**config.mk**
```make
export PLATFORM = sky130hd
export DESIGN_NAME = utf8_stream_decoder_flat
export DESIGN_NICKNAME = d
export VERILOG_FILES = /design/src/rtl/core/u8d_pkg.sv /design/src/rtl/core/u8d_in_if.sv /design/src/rtl/core/u8d_out_if.sv /design/src/rtl/core/u8d_step.sv /design/src/rtl/core/utf8_stream_decoder.sv /design/src/flat_wrapper.sv
export SDC_FILE = /design/constraint.sdc
export NUM_CORES = 1
export LEC_CHECK = 0
export ABC_AREA = 1
export ABC_CLOCK_PERIOD_IN_PS = 6250
export BUFFER_PORTS_ARGS = -buffer_cell sky130_fd_sc_hd__buf_2
export CELL_PAD_IN_SITES_DETAIL_PLACEMENT = 1
export CELL_PAD_IN_SITES_GLOBAL_PLACEMENT = 1
export CORE_MARGIN = 1.5
export CORE_UTILIZATION = 48
export CTS_BUF_LIST = sky130_fd_sc_hd__clkbuf_2 sky130_fd_sc_hd__clkbuf_4 sky130_fd_sc_hd__clkbuf_8
export CTS_CLUSTER_DIAMETER = 80
export DETAILED_ROUTE_END_ITERATION = 12
export PLACE_DENSITY = 0.85
export SETUP_SLACK_MARGIN = 0.02
export SLEW_MARGIN = 20
export SYNTH_ARGS = -nofsm -noshare
export SYNTH_HDL_FRONTEND = slang
export SYNTH_SLANG_ARGS = --single-unit
```
**constraint.sdc**
```tcl
create_clock -name i_clk -period 6.25 [get_ports i_clk]
set_input_delay 0.3125 -clock i_clk [delete_from_list [all_inputs] [get_ports i_clk]]
set_output_delay 0.3125 -clock i_clk [all_outputs]
set_load 0.02 [all_outputs]
```
**src/rtl/core/u8d_pkg.sv**
```systemverilog
// ----------------------------------------------------------------------------
// u8d_pkg
// Types, constants and helpers for the UTF-8 stream decoder.
// ----------------------------------------------------------------------------
package u8d_pkg;

    localparam int unsigned CP_W  = 21;
    localparam int unsigned LEN_W = 3;
    localparam int unsigned CNT_W = 3;

    // sequence length codes
    localparam logic [LEN_W-1:0] LEN_NONE = 3'd0;
    localparam logic [LEN_W-1:0] LEN_1    = 3'd1;
    localparam logic [LEN_W-1:0] LEN_2    = 3'd2;
    localparam logic [LEN_W-1:0] LEN_3    = 3'd3;
    localparam logic [LEN_W-1:0] LEN_4    = 3'd4;

    localparam logic [CP_W-1:0] REPL_CP = 21'h00FFFD;
    localparam logic [CP_W-1:0] MAX_CP  = 21'h10FFFF;
    localparam logic [CP_W-1:0] SURR_LO = 21'h00D800;
    localparam logic [CP_W-1:0] SURR_HI = 21'h00DFFF;
    localparam logic [CP_W-1:0] MIN_2B  = 21'h000080;
    localparam logic [CP_W-1:0] MIN_3B  = 21'h000800;
    localparam logic [CP_W-1:0] MIN_4B  = 21'h010000;

    // pending multi-byte sequence
    typedef struct packed {
        logic [LEN_W-1:0] seq_len;
        logic [LEN_W-1:0] taken;
        logic [CP_W-1:0]  partial;
    } t_state;

    // results caused by one byte: cnt results, all U+FFFD/bad except a
    // good code point in the last slot when good is set
    typedef struct packed {
        logic [CNT_W-1:0] cnt;
        logic             good;
        logic [CP_W-1:0]  cp;
    } t_group;

    function automatic logic value_ok(input logic [LEN_W-1:0] len,
                                      input logic [CP_W-1:0] v);
        logic ok;
        ok = 1'b1;
        if (len == LEN_2 && v < MIN_2B) ok = 1'b0;
        if (len == LEN_3 && v < MIN_3B) ok = 1'b0;
        if (len == LEN_4 && v < MIN_4B) ok = 1'b0;
        if (v > MAX_CP) ok = 1'b0;
        if (v >= SURR_LO && v <= SURR_HI) ok = 1'b0;
        return ok;
    endfunction

endpackage

```
**src/rtl/core/u8d_in_if.sv**
```systemverilog
// ----------------------------------------------------------------------------
// u8d_in_if
// Byte channel into the decoder.
// ----------------------------------------------------------------------------
interface u8d_in_if;
    logic       valid;
    logic       ready;
    logic [7:0] in_byte;
    logic       end_of_data;

    modport source (output valid, output in_byte, output end_of_data, input ready);
    modport sink   (input valid, input in_byte, input end_of_data, output ready);
endinterface

```
**src/rtl/core/u8d_out_if.sv**
```systemverilog
// ----------------------------------------------------------------------------
// u8d_out_if
// Code point channel out of the decoder.
// ----------------------------------------------------------------------------
interface u8d_out_if;
    logic                      valid;
    logic                      ready;
    logic [u8d_pkg::CP_W-1:0]  code_point;
    logic                      bad;
    logic                      last_of_run;

    modport source (output valid, output code_point, output bad, output last_of_run,
                    input ready);
    modport sink   (input valid, input code_point, input bad, input last_of_run,
                    output ready);
endinterface

```
**src/rtl/core/u8d_step.sv**
```systemverilog
// ----------------------------------------------------------------------------
// u8d_step
// Next-state and result-group logic for one input byte.
// ----------------------------------------------------------------------------
module u8d_step (
    input  logic [7:0]       i_byte,
    input  logic             i_eod,
    input  u8d_pkg::t_state  i_state,
    output u8d_pkg::t_state  o_state,
    output u8d_pkg::t_group  o_group
);

    logic                            pending;
    logic                            is_cont;
    logic [u8d_pkg::CP_W-1:0]        acc;
    logic [u8d_pkg::LEN_W-1:0]       taken_inc;
    logic [u8d_pkg::CNT_W-1:0]       errs;
    logic [u8d_pkg::LEN_W-1:0]       lead_len;
    logic [u8d_pkg::CP_W-1:0]        lead_bits;

    assign pending   = (i_state.seq_len != u8d_pkg::LEN_NONE);
    assign is_cont   = (i_byte[7:6] == 2'b10);
    assign acc       = {i_state.partial[u8d_pkg::CP_W-7:0], i_byte[5:0]};
    assign taken_inc = i_state.taken + 3'd1;

    // decode the lead byte
    always_comb begin
        lead_len  = u8d_pkg::LEN_NONE;
        lead_bits = '0;
        if (i_byte inside {[8'hC0:8'hDF]}) begin
            lead_len  = u8d_pkg::LEN_2;
            lead_bits = {16'd0, i_byte[4:0]};
        end else if (i_byte inside {[8'hE0:8'hEF]}) begin
            lead_len  = u8d_pkg::LEN_3;
            lead_bits = {17'd0, i_byte[3:0]};
        end else if (i_byte inside {[8'hF0:8'hF7]}) begin
            lead_len  = u8d_pkg::LEN_4;
            lead_bits = {18'd0, i_byte[2:0]};
        end
    end

    always_comb begin
        o_state = '0;
        o_group = '0;
        errs    = '0;
        if (pending && is_cont) begin
            if (taken_inc >= i_state.seq_len) begin
                if (u8d_pkg::value_ok(i_state.seq_len, acc)) begin
                    o_group.cnt  = 3'd1;
                    o_group.good = 1'b1;
                    o_group.cp   = acc;
                end else begin
                    o_group.cnt  = i_state.seq_len;
                end
            end else if (i_eod) begin
                o_group.cnt = taken_inc;
            end else begin
                o_state.seq_len = i_state.seq_len;
                o_state.taken   = taken_inc;
                o_state.partial = acc;
            end
        end else begin
            // flush a broken sequence, then take the byte as a new lead
            if (pending) errs = i_state.taken;
            if (!i_byte[7]) begin
                o_group.cnt  = errs + 3'd1;
                o_group.good = 1'b1;
                o_group.cp   = {13'd0, i_byte};
            end else if (lead_len == u8d_pkg::LEN_NONE || i_eod) begin
                o_group.cnt  = errs + 3'd1;
            end else begin
                o_group.cnt     = errs;
                o_state.seq_len = lead_len;
                o_state.taken   = u8d_pkg::LEN_1;
                o_state.partial = lead_bits;
            end
        end
    end

endmodule

```
**src/rtl/core/utf8_stream_decoder.sv**
```systemverilog
// ----------------------------------------------------------------------------
// utf8_stream_decoder
// Output: the first result of a byte appears in the cycle after the byte's
// transaction; a byte that completes nothing yields no result.
// Throughput: one byte per cycle while each byte yields at most one result
// and the output is ready; a byte yielding N results (N up to 4) holds the
// input while the single result register drains them, one per ready cycle.
// Reset: synchronous, active low; clears the pending sequence and the result
// count.
// ----------------------------------------------------------------------------
module utf8_stream_decoder (
    input  logic        i_clk,
    input  logic        i_rst_n,
    u8d_in_if.sink      i_byte_ch,
    u8d_out_if.source   o_cp_ch
);

    // Decoder state: the pending sequence (length, bytes taken, bits so far).
    u8d_pkg::t_state            r_state;
    u8d_pkg::t_state            n_state;

    // Result register: a group of results for the last byte, drained one
    // per transaction. r_cnt counts the results still to deliver.
    logic [u8d_pkg::CNT_W-1:0]  r_cnt;
    logic                       r_good;
    logic [u8d_pkg::CP_W-1:0]   r_cp;

    u8d_pkg::t_group            step_grp;

    logic                       in_fire;
    logic                       out_fire;
    logic                       last_slot;

    u8d_step u_step (
        .i_byte  (i_byte_ch.in_byte),
        .i_eod   (i_byte_ch.end_of_data),
        .i_state (r_state),
        .o_state (n_state),
        .o_group (step_grp)
    );

    assign last_slot = (r_cnt == 3'd1);

    // Accept a new byte when the result register is empty or its final result
    // leaves in this same cycle: one byte per cycle while the output is ready.
    assign i_byte_ch.ready = (r_cnt == '0) || (last_slot && o_cp_ch.ready);
    assign in_fire         = i_byte_ch.valid && i_byte_ch.ready;

    assign o_cp_ch.valid       = (r_cnt != '0);
    assign out_fire            = o_cp_ch.valid && o_cp_ch.ready;
    // Only the last result of a group can be a good code point.
    assign o_cp_ch.bad         = !(last_slot && r_good);
    assign o_cp_ch.code_point  = (last_slot && r_good) ? r_cp : u8d_pkg::REPL_CP;
    assign o_cp_ch.last_of_run = last_slot;

    always_ff @(posedge i_clk) begin
        if (!i_rst_n) begin
            r_state <= '0;
            r_cnt   <= '0;
        end else begin
            if (in_fire) begin
                // advance the sequence and load the new group (may be empty)
                r_state <= n_state;
                r_cnt   <= step_grp.cnt;
            end else if (out_fire) begin
                r_cnt   <= r_cnt - 3'd1;
            end
        end
    end

    // payload of the group, no reset needed
    always_ff @(posedge i_clk) begin
        if (in_fire) begin
            r_good <= step_grp.good;
            r_cp   <= step_grp.cp;
        end
    end

endmodule

```
**src/flat_wrapper.sv**
```systemverilog
// flat-port wrapper written by rule: the top's interface ports become plain ports
module utf8_stream_decoder_flat 
  (i_clk, i_rst_n, i_byte_ch_valid, i_byte_ch_in_byte, i_byte_ch_end_of_data, i_byte_ch_ready, o_cp_ch_valid, o_cp_ch_code_point, o_cp_ch_bad, o_cp_ch_last_of_run, o_cp_ch_ready);
  u8d_in_if i_byte_ch_i ();
  u8d_out_if o_cp_ch_i ();
  input  logic i_clk;
  input  logic i_rst_n;
  input wire logic [$bits(i_byte_ch_i.valid)-1:0] i_byte_ch_valid;
  input wire logic [$bits(i_byte_ch_i.in_byte)-1:0] i_byte_ch_in_byte;
  input wire logic [$bits(i_byte_ch_i.end_of_data)-1:0] i_byte_ch_end_of_data;
  output wire logic [$bits(i_byte_ch_i.ready)-1:0] i_byte_ch_ready;
  output wire logic [$bits(o_cp_ch_i.valid)-1:0] o_cp_ch_valid;
  output wire logic [$bits(o_cp_ch_i.code_point)-1:0] o_cp_ch_code_point;
  output wire logic [$bits(o_cp_ch_i.bad)-1:0] o_cp_ch_bad;
  output wire logic [$bits(o_cp_ch_i.last_of_run)-1:0] o_cp_ch_last_of_run;
  input wire logic [$bits(o_cp_ch_i.ready)-1:0] o_cp_ch_ready;
  assign i_byte_ch_i.valid = i_byte_ch_valid;
  assign i_byte_ch_i.in_byte = i_byte_ch_in_byte;
  assign i_byte_ch_i.end_of_data = i_byte_ch_end_of_data;
  assign i_byte_ch_ready = i_byte_ch_i.ready;
  assign o_cp_ch_valid = o_cp_ch_i.valid;
  assign o_cp_ch_code_point = o_cp_ch_i.code_point;
  assign o_cp_ch_bad = o_cp_ch_i.bad;
  assign o_cp_ch_last_of_run = o_cp_ch_i.last_of_run;
  assign o_cp_ch_i.ready = o_cp_ch_ready;
  utf8_stream_decoder u_core (.i_clk(i_clk), .i_rst_n(i_rst_n), .i_byte_ch(i_byte_ch_i), .o_cp_ch(o_cp_ch_i));
endmodule
```
==> impl_results.rst <==
.. list-table::
   :header-rows: 1

   * - Metric
     - Value
   * - Nets
     - approximately 350
   * - I/O pins
     - 38
   * - Final non-filler cell area
     - roughly 0.0029 sq mm
   * - Register-to-Register Setup Slack
     - 3.46 ns
   * - Number of pins exceeding their max-slew limit in the final report
     - 0
   * - Routed wire length
     - 6260 microns
   * - DR vias/cell
     - between 5 and 6
   * - Area of the multi-input gates
     - between 0.001 and 0.0015 sq mm
   * - Internal Pwr Total
     - between 700 and 800 uW
   * - Combinational share of power
     - between 40% and 50%
   * - RSZ-0062 raised after global routing
     - false
   * - Total setup violations reported at the end of the flow
     - 0
   * - Worst Setup Start Kind
     - flop
   * - Worst-case setup slack after placement
     - ~3.5 ns
   * - Initial detailed-routing violation count
     - roughly 100
   * - Sum of negative setup slack
     - 0 ns
   * - Worst path arrival time
     - 2.85 ns
   * - Number of buffers created by CTS
     - 5
   * - Most used flip-flop cell after synthesis
     - dfxtp_1
   * - Required time of the worst setup path
     - between 6 and 7 ns
   * - Clock tree sinks
     - 46
   * - Crit path buf inv count
     - 4
   * - Power per Cell Area
     - roughly 470 mW/mm^2
   * - Buffer count from post-CTS setup fixing
     - 0
   * - Total number of H-tree levels
     - 2
   * - Type of destination of the critical path
     - flop
   * - Final Critical Period
     - 2.79 ns
   * - Leak
     - 1.18 nW
   * - Die Wd
     - around 76 microns
   * - CTS Hold Buffers Added
     - 0
   * - DRC violations left
     - 0
   * - Synthesis warning total
     - 0
   * - Cts repair resizes
     - 0
   * - Clock Path Buffers
     - 2
   * - Initial Util
     - 50.0%
   * - Row count
     - 26
   * - Cells after synthesis
     - just under 300
   * - Global-route usage over all layers
     - 23.2%
   * - Crit path setup slack, layout
     - 3.46 ns
   * - Critical path's largest stage delay
     - 0.37 ns
   * - Portion of total power attributed to sequential cells
     - ~36%
   * - Routed wire length per instance
     - roughly 16 microns
   * - Library cells used by synthesis
     - 39
   * - Syn_nets
     - 316
   * - Floorplan core area
     - ~0.0051 sq mm
   * - Cell with the biggest individual delay on the critical path
     - dfxtp_1
   * - Antenna-violating nets left
     - 0
   * - Port bufs
     - 37
   * - Switching share of power
     - around 45%
   * - Final-layout fill cell count
     - ~630
   * - Outcome
     - finished clean
   * - Critical-path cell list
     - ha_1 -> xnor2_1 -> inv_1 -> ha_1 -> a21oi_1 -> nand3_1 -> inv_1 -> nor3_2 -> inv_2 -> nand2_2 -> inv_2 -> nor2_1
   * - Worst setup path class
     - flop to flop
   * - Part of the Yosys area used for sequential elements
     - about 45%
   * - Final estimated routing congestion in global placement
     - roughly 0.82
   * - Remaining max-slew budget at the tightest pin
     - between 30% and 40%
   * - Reg clk slew, reported paths
     - ~0.090 ns
   * - Diodes inserted
     - 0
   * - #FFs+latches synth
     - 46
   * - Hold Violations, Final
     - 0
   * - Combined area of all synthesized cells
     - about 0.0026 sq mm
   * - Worst clock skew on the final layout
     - 0.00950 ns
   * - Worst Max-Slew Pin Slew
     - approximately 0.93 ns
   * - Length of the first detailed-routing pass in iterations
     - 4
   * - Net load switching power
     - between 600 and 700 uW
   * - Post-route fraction of the period consumed by the critical path
     - approximately 45%
   * - CTS tree
     - yes
   * - GRT overflow
     - 0
   * - Initial antenna violation count
     - 0
   * - Fraction of power consumed by the clock network
     - between 10% and 20%
   * - Post-detailed-placement half-perimeter wirelength
     - between 4000 and 5000 microns
   * - Mean instance size in the synthesized netlist
     - 8.67 sq um
   * - Register Area
     - between 0.001 and 0.0015 sq mm
   * - Top cell family by delay on the critical path
     - buffers and inverters
   * - Area post-placement
     - roughly 0.0028 sq mm
   * - Peak ir drop on the vdd network
     - around 0.21 mV
   * - Via count of the first global-routing pass
     - roughly 2200
   * - Routed vias
     - 2118
   * - Clock latency of the later-clocked register in the worst-skew pair
     - around 0.3 ns
   * - Synth async-reset ratio
     - 0%
   * - Timing-limited maximum frequency
     - roughly 360 MHz
   * - DIE AREA
     - approximately 0.0058 sq mm
   * - Number of enable flip-flop cells after synthesis
     - 22
   * - Max-cap viol count
     - 0
   * - Global-route wire length before repair
     - ~11000 microns
   * - Top fanout value on the critical path
     - 16
   * - Min-delay worst type
     - input pin to flop
   * - Largest net degree at the start of global routing
     - between 40 and 50
   * - Layout area overhead
     - 12.5%
   * - Die height
     - about 76 microns
   * - Fraction of layout instances using a drive strength above 1
     - between 30% and 40%
   * - Root cell of the clock tree
     - clkbuf_8
final timing paths:
path	from	to	cells past startpoint
setup / recovery	u_core.r_state[21]	u_core.r_cp[4]	12
hold reg to reg	u_core.r_state[22]	u_core.r_state[22]	2
setup reg to reg	u_core.r_state[21]	u_core.r_cp[4]	12
hold / removal	i_byte_ch_in_byte[0]	u_core.r_state[0]	3
metal layers:
| layer | part of all wire [%] | GRT usage, % |
|---|---|---|
| met5 | 0 | 0 |
| met4 | 2.0 | 7.78 |
| met3 | 3.1 | 3.83 |
| met2 | 49 | 40.8 |
| met1 | 46 | 28.9 |
power by group through the flow:
stage,Sequential (mW),Combinational (mW),Clock (mW)
5_1_grt,0.502,0.704,0.239
3_3_place_gp,0.486,0.603,0
6_report,0.487,0.638,0.227
2_1_floorplan,0.472,0.506,0
4_1_cts,0.487,0.642,0.228
3_5_place_dp,0.493,0.636,0
flip-flops by register name, summed over array words and instances, names as in the netlist:
signal,cells
u_core.r_cnt,3
u_core.r_cp,21
u_core.r_good,1
u_core.r_state,21
placed cells by master (no fill, tap or decap), types with 3 or more instances in the layout:
cell,netlist,final
nor2_1,37,37
dfxtp_1,24,24
nand2_2,3,3
or2_2,15,15
inv_2,8,8
nand2_1,40,40
clkbuf_8,0,5
o21ai_0,18,18
a21oi_1,16,16
nand3_1,11,11
edfxtp_1,22,22
inv_1,42,42
a211oi_2,14,14
ha_1,8,8
buf_2,2,37
synth_stat cells, types with 8 or more instances:
library cell	n	area, sq um
inv_1	42	158
nand2_1	40	150
nor2_1	37	139
dfxtp_1	24	480
edfxtp_1	22	661
o21ai_0	18	90.1
a21oi_1	16	80.1
or2_2	15	93.8
a211oi_2	14	175
nand3_1	11	55.1
ha_1	8	100
inv_2	8	30.0
per-stage QoR:
stage / utilization, % / instances / hold WS (ns) / power, mW
3_3_place_gp: 54.1 / 393 / 0.496 / 1.09
3_5_place_dp: 54.1 / 393 / 0.503 / 1.13
6_report: 56.3 / 401 / 0.301 / 1.35
4_1_cts: 56.3 / 401 / 0.300 / 1.36
5_1_grt: 56.3 / 401 / 0.311 / 1.45
2_1_floorplan: - / 295 / 0.454 / 0.978
tightest hold or removal path, stage by stage:
cell and delay, ns:
buf_2 0.11, nand2_1 0.07, a21oi_1 0.06
logic make-up after synthesis:
kind of cell	Yosys count	share of synthesized area, %
DFF	46	44.6
xor gates and xnor gates	3	1.03
AOI/OAI and AO/OA	57	16.7
and+or+nand+nor	120	23.3
adders and majority gates	8	3.92
buffers and inverters	61	10.4
cell type report:
class / count / share of cell area [%]
multi-input combinational: 188 / 40.0
inverter: 52 / 6.92
timing repair buffer: 37 / 6.44
clock buffer: 5 / 2.39
tap: 70 / 3.05
sequential: 46 / 39.7
clock inverter: 3 / 1.52
Note: power is estimated with default switching activity, not from simulation.
